**src/hdl/kvrp_pkg.sv**
```systemverilog
// Shared types, constants and key lookup for the key/value reply parser.
// No dependencies.
package kvrp_pkg;

    localparam int VALUE_BITS     = 16;
    localparam int POSITION_LIMIT = 127;
    localparam int POS_BITS       = $clog2(POSITION_LIMIT + 1);
    localparam int PROD_BITS      = VALUE_BITS + 4;
    localparam int KEY_BITS       = 4;

    localparam logic [VALUE_BITS-1:0] MAG_CAP     = VALUE_BITS'(1) << (VALUE_BITS - 1);
    localparam logic [VALUE_BITS-1:0] POS_MAX_VAL = MAG_CAP - VALUE_BITS'(1);

    localparam logic [7:0] CHAR_HASH  = 8'h23;
    localparam logic [7:0] CHAR_COLON = 8'h3A;
    localparam logic [7:0] CHAR_PLUS  = 8'h2B;
    localparam logic [7:0] CHAR_MINUS = 8'h2D;
    localparam logic [7:0] CHAR_SPACE = 8'h20;
    localparam logic [7:0] CHAR_ZERO  = 8'h30;
    localparam logic [7:0] CHAR_NINE  = 8'h39;

    localparam logic [KEY_BITS-1:0] KEY_OX      = 4'd0;
    localparam logic [KEY_BITS-1:0] KEY_OY      = 4'd1;
    localparam logic [KEY_BITS-1:0] KEY_BX      = 4'd2;
    localparam logic [KEY_BITS-1:0] KEY_BY      = 4'd3;
    localparam logic [KEY_BITS-1:0] KEY_YX      = 4'd4;
    localparam logic [KEY_BITS-1:0] KEY_YY      = 4'd5;
    localparam logic [KEY_BITS-1:0] KEY_BI      = 4'd6;
    localparam logic [KEY_BITS-1:0] KEY_YI      = 4'd7;
    localparam logic [KEY_BITS-1:0] KEY_UNKNOWN = 4'd8;

    typedef enum logic [1:0] {
        NUM_SKIP,
        NUM_SIGN,
        NUM_DIGITS,
        NUM_DONE
    } t_num_phase;

    typedef struct packed {
        logic [KEY_BITS-1:0]          key_code;
        logic signed [VALUE_BITS-1:0] field_value;
        logic                         frame_end;
    } t_result;

    function automatic logic [KEY_BITS-1:0] key_lookup(input logic [7:0] c0,
                                                       input logic [7:0] c1);
        logic [KEY_BITS-1:0] code;
        case ({c0, c1})
            "ox":    code = KEY_OX;
            "oy":    code = KEY_OY;
            "bx":    code = KEY_BX;
            "by":    code = KEY_BY;
            "yx":    code = KEY_YX;
            "yy":    code = KEY_YY;
            "bi":    code = KEY_BI;
            "yi":    code = KEY_YI;
            default: code = KEY_UNKNOWN;
        endcase
        return code;
    endfunction

endpackage

```
**src/hdl/kvrp_seg.sv**
```systemverilog
// Segment state and one-byte update of the key/value reply parser.
// Depends on kvrp_pkg.
module kvrp_seg (
    input  logic             i_clk,
    input  logic             i_rst_n,
    input  logic             i_step,
    input  logic [7:0]       i_char,
    input  logic             i_last,
    output logic             o_emit,
    output kvrp_pkg::t_result o_result
);
    import kvrp_pkg::*;

    logic                   r_await, n_await;
    logic [POS_BITS-1:0]    r_pos, n_pos;
    logic [7:0]             r_key0, n_key0;
    logic [7:0]             r_key1, n_key1;
    logic                   r_colon2, n_colon2;
    t_num_phase             r_phase, n_phase;
    logic                   r_neg, n_neg;
    logic [VALUE_BITS-1:0]  r_mag, n_mag;

    logic                   is_digit;
    logic                   is_blank;
    logic [PROD_BITS-1:0]   prod;
    logic [VALUE_BITS-1:0]  dig_mag;

    assign is_digit = (i_char >= CHAR_ZERO) && (i_char <= CHAR_NINE);
    assign is_blank = (i_char == CHAR_SPACE) || (i_char inside {[8'd9:8'd13]});
    assign prod     = (PROD_BITS'(r_mag) << 3) + (PROD_BITS'(r_mag) << 1)
                    + PROD_BITS'(i_char - CHAR_ZERO);
    assign dig_mag  = (prod > PROD_BITS'(MAG_CAP)) ? MAG_CAP : prod[VALUE_BITS-1:0];

    always_comb begin
        n_await  = r_await;
        n_pos    = r_pos;
        n_key0   = r_key0;
        n_key1   = r_key1;
        n_colon2 = r_colon2;
        n_phase  = r_phase;
        n_neg    = r_neg;
        n_mag    = r_mag;
        if (i_step) begin
            if (r_await || i_last || (i_char == CHAR_HASH)) begin
                n_pos    = '0;
                n_key0   = '0;
                n_key1   = '0;
                n_colon2 = 1'b0;
                n_phase  = NUM_SKIP;
                n_neg    = 1'b0;
                n_mag    = '0;
                n_await  = r_await ? i_last : i_last;
            end else begin
                if (r_pos == POS_BITS'(0)) begin
                    n_key0 = i_char;
                end
                if (r_pos == POS_BITS'(1)) begin
                    n_key1 = i_char;
                end
                if (i_char == CHAR_COLON) begin
                    n_colon2 = (r_pos == POS_BITS'(2));
                end
                if (r_pos >= POS_BITS'(3)) begin
                    case (r_phase)
                        NUM_SKIP: begin
                            if (is_blank) begin
                                n_phase = NUM_SKIP;
                            end else if ((i_char == CHAR_PLUS) || (i_char == CHAR_MINUS)) begin
                                n_neg   = (i_char == CHAR_MINUS);
                                n_phase = NUM_SIGN;
                            end else if (is_digit) begin
                                n_mag   = dig_mag;
                                n_phase = NUM_DIGITS;
                            end else begin
                                n_phase = NUM_DONE;
                            end
                        end
                        NUM_SIGN, NUM_DIGITS: begin
                            if (is_digit) begin
                                n_mag   = dig_mag;
                                n_phase = NUM_DIGITS;
                            end else begin
                                n_phase = NUM_DONE;
                            end
                        end
                        default: n_phase = NUM_DONE;
                    endcase
                end
                if (r_pos < POS_BITS'(POSITION_LIMIT)) begin
                    n_pos = r_pos + POS_BITS'(1);
                end
            end
        end
    end

    always_comb begin
        o_emit               = i_step && (i_last || (!r_await && (i_char == CHAR_HASH)));
        o_result.key_code    = r_colon2 ? key_lookup(r_key0, r_key1) : KEY_UNKNOWN;
        o_result.field_value = r_neg ? (VALUE_BITS'(0) - r_mag)
                             : ((r_mag > POS_MAX_VAL) ? POS_MAX_VAL : r_mag);
        o_result.frame_end   = i_last;
    end

    always_ff @(posedge i_clk) begin
        if (!i_rst_n) begin
            r_await  <= 1'b1;
            r_pos    <= '0;
            r_key0   <= '0;
            r_key1   <= '0;
            r_colon2 <= 1'b0;
            r_phase  <= NUM_SKIP;
            r_neg    <= 1'b0;
            r_mag    <= '0;
        end else begin
            r_await  <= n_await;
            r_pos    <= n_pos;
            r_key0   <= n_key0;
            r_key1   <= n_key1;
            r_colon2 <= n_colon2;
            r_phase  <= n_phase;
            r_neg    <= n_neg;
            r_mag    <= n_mag;
        end
    end

endmodule

```
**src/hdl/key_value_reply_parser_unit.sv**
```systemverilog
// Top level of the key/value reply parser: input word register, segment
// update, result register. Depends on kvrp_pkg and kvrp_seg.
//
// Takes one reply byte per clock and gives one result word for every
// segment closed by '#' or by the final byte of a frame; the opening byte
// of a frame is dropped. A result word passes the input register and then
// the result register on its way to the output, and can be taken at the
// following edge once it is there. The segment state updates once per byte,
// so bytes are accepted back to back while the output is ready. While a
// result waits on a stalled output, the input register takes at most one
// more byte and then holds until the result word is taken.
module key_value_reply_parser_unit (
    input  logic        i_clk,
    input  logic        i_rst_n,
    input  logic        i_s_tvalid,
    output logic        o_s_tready,
    input  logic [7:0]  i_s_tdata,   // [7:0] char_byte
    input  logic        i_s_tlast,   // frame_last
    output logic        o_m_tvalid,
    input  logic        i_m_tready,
    output logic [23:0] o_m_tdata,   // [3:0] key_code, [19:4] field_value, [23:20] zero
    output logic        o_m_tlast    // frame_end
);
    import kvrp_pkg::*;

    localparam int OUT_BITS = 24;
    localparam int PAY_BITS = KEY_BITS + VALUE_BITS;

    logic       r_in_valid;
    logic [7:0] r_in_char;
    logic       r_in_last;
    logic       r_out_valid;
    t_result    r_out;

    logic       advance;
    logic       step;
    logic       emit;
    t_result    result;

    assign advance    = !r_out_valid || i_m_tready;
    assign step       = r_in_valid && advance;
    assign o_s_tready = !r_in_valid || advance;

    kvrp_seg u_seg (
        .i_clk    (i_clk),
        .i_rst_n  (i_rst_n),
        .i_step   (step),
        .i_char   (r_in_char),
        .i_last   (r_in_last),
        .o_emit   (emit),
        .o_result (result)
    );

    always_ff @(posedge i_clk) begin
        if (!i_rst_n) begin
            r_in_valid <= 1'b0;
        end else if (o_s_tready) begin
            r_in_valid <= i_s_tvalid;
        end
    end

    always_ff @(posedge i_clk) begin
        if (o_s_tready && i_s_tvalid) begin
            r_in_char <= i_s_tdata;
            r_in_last <= i_s_tlast;
        end
    end

    always_ff @(posedge i_clk) begin
        if (!i_rst_n) begin
            r_out_valid <= 1'b0;
        end else if (advance) begin
            r_out_valid <= emit;
        end
    end

    always_ff @(posedge i_clk) begin
        if (advance && emit) begin
            r_out <= result;
        end
    end

    assign o_m_tvalid = r_out_valid;
    assign o_m_tdata  = {(OUT_BITS - PAY_BITS)'(0), r_out.field_value, r_out.key_code};
    assign o_m_tlast  = r_out.frame_end;

endmodule

```
**config.mk**
```make
export PLATFORM = sky130hd
export DESIGN_NAME = key_value_reply_parser_unit
export DESIGN_NICKNAME = d
export VERILOG_FILES = /design/src/hdl/kvrp_pkg.sv /design/src/hdl/kvrp_seg.sv /design/src/hdl/key_value_reply_parser_unit.sv
export SDC_FILE = /design/constraint.sdc
export NUM_CORES = 1
export LEC_CHECK = 0
export CORE_UTILIZATION = 51
export CTS_CLUSTER_DIAMETER = 150
export CTS_CLUSTER_SIZE = 28
export DETAILED_ROUTE_END_ITERATION = 6
export DONT_BUFFER_PORTS = 1
export GPL_TIMING_DRIVEN = 0
export PLACE_DENSITY = 0.66
export SLEW_MARGIN = 20
export SYNTH_ARGS = -nofsm -noshare
export SYNTH_HDL_FRONTEND = slang
export SYNTH_SLANG_ARGS = --single-unit
export TNS_END_PERCENT = 5
```
**constraint.sdc**
```tcl
create_clock -name i_clk -period 13.8 [get_ports i_clk]
set_clock_uncertainty 0.1 [all_clocks]
set_input_delay 2.07 -clock i_clk [delete_from_list [all_inputs] [get_ports i_clk]]
set_output_delay 2.07 -clock i_clk [all_outputs]
set_load 0.02 [all_outputs]
```
; ---- Word level (Yosys, flattened, before mapping)
; Index checks and enable logic that the tools add are counted.
[totals]
register_bits = 76
input_bits = 13
out_inout_bits = 27
wordCells = 113
[classes]
n_addsub = 5
magnitude_cmp = 8
eq_ne = 20
mux = 29
reduce_logical = 36
[ops]
columns = operator, count
row1 = $eq A16 B15 Y1 const B, 8
row2 = $mux W16, 8
row3 = $eq A8 B6 Y1 const B, 5
row4 = $mux W8, 4
row5 = $pmux W16 S2, 1
row6 = $pmux W4 S8, 1
row7 = $add A19 B17 Y20, 1
row8 = $add A20 B20 Y20, 1
row9 = $gt A20 B16 Y1 const B, 1
row10 = $gt A16 B15 Y1 const B, 1
row11 = $sub A1 B16 Y16 const A, 1
row12 = $mux W7, 2
row13 = $reduce_bool A2 Y1, 7
row14 = $reduce_and A2 Y1, 6
row15 = $reduce_and A5 Y1, 2
row16 = $sub A8 B6 Y9 const B, 1
row17 = $ge A8 B4 Y1 const B, 1
row18 = $ge A8 B6 Y1 const B, 1
row19 = $le A8 B4 Y1 const B, 1
row20 = $le A8 B6 Y1 const B, 1
row21 = $mux W1, 8
row22 = $mux W2, 4
row23 = $add A7 B1 Y7 const B, 1
row24 = $eq A7 B1 Y1 const B, 1
row25 = other kinds (16), 30

; ---- Depth between registers and ports, before layout
[logic_depth]
depth_word = 10
depth_mapped = 15

; ---- Hierarchy
; A second synthesis with hierarchy kept.
[unflattened]
cells_unflattened = 544
area_unflattened_um2 = 5111.2
[by_module_without_submodules]
columns = mod, instances, cells_each, area_each_um2, seq_area_each_um2
row1 = kvrp_seg, 1, 499, 4076.4, 880.8
row2 = key_value_reply_parser_unit, 1, 45, 1034.7, 940.9

; ---- Least setup slack after synthesis
; No wires, ideal clock.
[synth_path]
kind = reg-to-reg
from = register r_in_char[4]
to = register u_seg.r_mag[11]
setup_time_ps = 69
t_arrival_ps = 4536
required_time_ps = 13631
path_slack_ps = 9095
stages_incl_launch_ff = 13
synth_period_minus_slack_ps = 4705
cell_sequence = edfxtp_1 > ha_1 > nor3_1 > fa_1 > ha_1 > clkbuf_1 > nand4_1 > or4_4 > nand4_1 > nor4b_4 > nand3_2 > or4_4 > o21ai_1
[synth_between]
elab_chain_cells = 10
[synth_lines]
columns = element, line_no
row1 = start: declaration, key_value_reply_parser_unit.sv:30  ; logic [7:0] r_in_char;
row2 = start signal: assignment, key_value_reply_parser_unit.sv:64  ; r_in_char <= i_s_tdata;
row3 = $sub A8 B6 Y9, kvrp_seg.sv:31  ; + PROD_BITS'(i_char - CHAR_ZERO);
row4 = $add A20 B20 Y20, kvrp_seg.sv:31
row5 = $gt A20 B16 Y1, kvrp_seg.sv:32  ; assign dig_mag = (prod > PROD_BITS'(MAG_CAP)) ? MAG_CAP : prod[VALUE_BITS-1:0];
row6 = $mux W16, kvrp_seg.sv:32
row7 = $mux W16, "kvrp_seg.sv:71, kvrp_seg.sv:79"
row8 = $mux W16, kvrp_seg.sv:68  ; end else if ((i_char == CHAR_PLUS) || (i_char == CHAR_MINUS)) begin
row9 = $mux W16, kvrp_seg.sv:66  ; if (is_blank) begin
row10 = $pmux W16 S2, kvrp_seg.sv:64  ; case (r_phase)
row11 = $mux W16, kvrp_seg.sv:63  ; if (r_pos >= POS_BITS'(3)) begin
row12 = $mux W16, kvrp_seg.sv:44  ; if (r_await || i_last || (i_char == CHAR_HASH)) begin
row13 = end signal: assignment, kvrp_seg.sv:122  ; r_mag <= n_mag;
row14 = end: declaration, kvrp_seg.sv:21  ; logic [VALUE_BITS-1:0] r_mag, n_mag;
; Parallel ways exist; a longest one is shown, timed or not. The select of a mux whose other input is x is not followed.
; A chain may end at the register's enable or synchronous reset.

; ---- Final worst setup path
; Ends and elaborated chain as after synthesis.

==> flow_summary.ini <==
[yosys]
synth_top_cell_area_share_pct = 18.3
synth.avg_cell_area_um2 = 9.05
ys_ff_latch = 76
yosys_warnings = 0
synth_ff_type = dfxtp_1
synthArstFlopShare_pct = 0
ys_types = 61
yosys-top-cells-count = 51 x nand2_1, 46 x dfxtp_1, 39 x a21oi_1
synth_mux_area_share_pct = 0.199
synthTopCellsByArea = dfxtp_1 18%, edfxtp_1 18%, ha_1 8.2%, fa_1 6.0%, a21oi_1 3.9%
yosysTopAreaCell = dfxtp_1
synthCells = 555
synth_edf_count = 30
yosysSeqAreaShare_pct = 36.3
synth_compound_area_share_pct = 19.5
synthXorXnorAreaFrac_pct = 3.83
synthAdderAreaFrac_pct = 14.2
synth-simple-area-share_pct = 21.3
syn-cell-area_mm2 = 0.00502
synth_top_family_by_area = simple AND/OR/NAND/NOR gates
yosysMostFrequentCell = nand2_1

[global_route]
grt_pass1_vias = 3827
grt_use_total_pct = 23.5
grt_pass1_wl_um = 18700
gr-total-overflow = 0
grt_max_degree = 18
grt_antenna_before_repair = 0

[detailed_routing]
ant_nets = 0
drt_wl_total_um = 11400
wire_per_inst_um = 16.1
drc = 0
first_pass_iters = 5
drt_iter0_drc = 231
vias = 4108
routed_via_density = 5.83

[worst_setup_path]
cp-end-kind = flop
r2r_setup_slack_ns = 9.07
critPathKind = reg -> reg
startpoint_type = flop
worstPathRequired_ns = 13.97
cp.arrival_ns = 4.90
cp_max_fo = 9

[timing]
worstMarginPinSlew_ns = 0.850
fin_tns_setup_ns = 0
maxSlewHeadroom_pct = 42.6
finalCritPeriodShare_pct = 34.2
final_max_slew_viol_count = 0
fmax_ghz = 0.212
period_needed_ns = 4.73
worst_slack_ns = 9.07
rsz0062_at_grt = false
hold_viol_final = 0
setup_violations = 0

[final_layout]
insertedDiodeCount = 0
layout-drive-gt1-share_pct = 5.90
utilization_pct = 57.9
final_nets = 632
layout-area-overhead-vs-synth_pct = 7.99

[power]
p_per_area_mw_per_mm2 = 83.1
p_sw_share_pct = 26.0
leakage_nw = 2.20
seq_power_share_pct = 53.4
total_power_uw = 451
p_int_uw = 333
p_comb_share_pct = 9.1
p_switching_uw = 117
pwr-share-clk_pct = 37.5
vdd.ir_drop.worst_mv = 0.0459

[clock_network]
cts_tree = done
insertion_delay_ns = 0.35
cts_htree_levels = 3
cts-hold-fix-buffers = 0
clk_pin_slew_ns = 0.08
cts-resized-gates = 0
root_buffer = clkbuf_8
cts_made_buffers = 9
clockBufferDepth = 2
numClockSinks = 76
postCtsSetupBuffers = 0

[worst_hold_path]
hold_path.class = reg -> reg

[placed_design]
io_buffers = 0
routabilityCongestion = 0.885
pre_cts_ws_ns = 9.09
dp_hpwl_um = 8770

[floorplan]
ios = 40
die_w_um = 101
dieArea_mm2 = 0.0103
core_mm2 = 0.00937
rows = 35
initial_core_util_pct = 53.6
die_height_um = 101

[status]
status = completed

[job]
drv_cap = 0
-- layout by cell type, fill, tap and decap left out, types with 3 or more instances in the layout --
cell       n
dfxtp_1   46
nand2b_1  10
fa_1      15
nand2_1   51
a211oi_1   5
nor2_1    37
and4_1     6
o21ai_1    6
a21oi_1   39
nor2b_1   22
ha_1      33
o21a_1     6
nor4_1     6
a22oi_1   17
or3_1      5
edfxtp_1  30
nand4_1   12
clkbuf_1  15
inv_1     34
nor3_1    15
and2_1     5
a22o_1    10
nand4b_1   3
o2111a_1   3
clkbuf_8  10
and3_1     5
or4_1      3
conb_1     4
o211ai_1   4
a21boi_0   3
a31oi_1    5
a21o_1     6
nand3_1   12
o21ai_0   27
xor2_1    12
xnor2_1   10
buf_4      6
-- worst max-delay path, cell delays in order (launching register included) --
cell and delay [ns]:
edfxtp_1 0.55, ha_1 0.35, nor3_2 0.41, buf_4 0.29, fa_1 0.44, ha_1 0.29
clkbuf_1 0.30, nand4_1 0.18, or4_4 0.56, nand4_1 0.11, nor4b_4 0.23, nand3_2 0.14
or4_4 0.55, o21ai_1 0.14
-- final cells by class --
type	count	area [µm²]
multi-input combinational	426	2990
clock inverter	5	40.0
tap	129	161
inverter	34	128
sequential	76	1820
buffer	22	103
timing repair buffer	2	18.8
fill	859	3950
clock buffer	11	163
-- cell families (layout without fill, tap and decap cells) --
group           count (synthesis)  after routing
simple gates                  202            202
compound gates                149            149
flops                          76             76
buf+inv                        56             74
fa+ha+maj                      48             48
xor+xnor                       22             22
other cells                     1              4
mux                             1              1
-- metal layers --
layer  wire (µm)  GRT usage [%]  vias to the layer above
li1            -              -                     2050
met1        5850           34.7                     1954
met2        5040           36.0                       93
met3         355           3.38                       11
met4         108           6.24                        0
met5           0              0                        -
-- final timing paths --
path / start / cells after the start / endpoint
max reg2reg: r_in_char[4]$_DFFE_PP_ / 13 / u_seg.r_mag[11]$_SDFFE_PN0P_
max: r_in_char[4]$_DFFE_PP_ / 13 / u_seg.r_mag[11]$_SDFFE_PN0P_
min: u_seg.r_phase[1]$_SDFFE_PN0P_ / 2 / u_seg.r_phase[1]$_SDFFE_PN0P_
min reg2reg: u_seg.r_phase[1]$_SDFFE_PN0P_ / 2 / u_seg.r_phase[1]$_SDFFE_PN0P_
-- state kept, by name (all words and copies together) (netlist names) --
register	count
o_m_tdata	20
o_m_tlast	1
o_m_tvalid	1
r_in_char	8
r_in_last	1
r_in_valid	1
u_seg.r_await	1
u_seg.r_colon2	1
u_seg.r_key0	8
u_seg.r_key1	8
u_seg.r_mag	16
u_seg.r_neg	1
u_seg.r_phase	2
u_seg.r_pos	7
-- through the flow --
step / hold slack, ns / area [µm²] / std cells
6_report: 0.381 / 5430 / 705
5_1_grt: 0.415 / 5430 / 705
4_1_cts: 0.389 / 5430 / 705
3_5_place_dp: 0.378 / 5220 / 689
3_3_place_gp: 0.374 / 5200 / 687
2_1_floorplan: 0.358 / 5040 / 558
-- power by group through the flow --
stage | combinational, mW | sequential [mW] | clock [mW]
floorplan | 0.0306 | 0.245 | 0
global placement | 0.0384 | 0.246 | 0
detailed placement | 0.0400 | 0.246 | 0
CTS | 0.0402 | 0.241 | 0.173
global route | 0.0456 | 0.241 | 0.183
finish | 0.0409 | 0.241 | 0.169
Note: power is estimated with default switching activity, not from simulation.
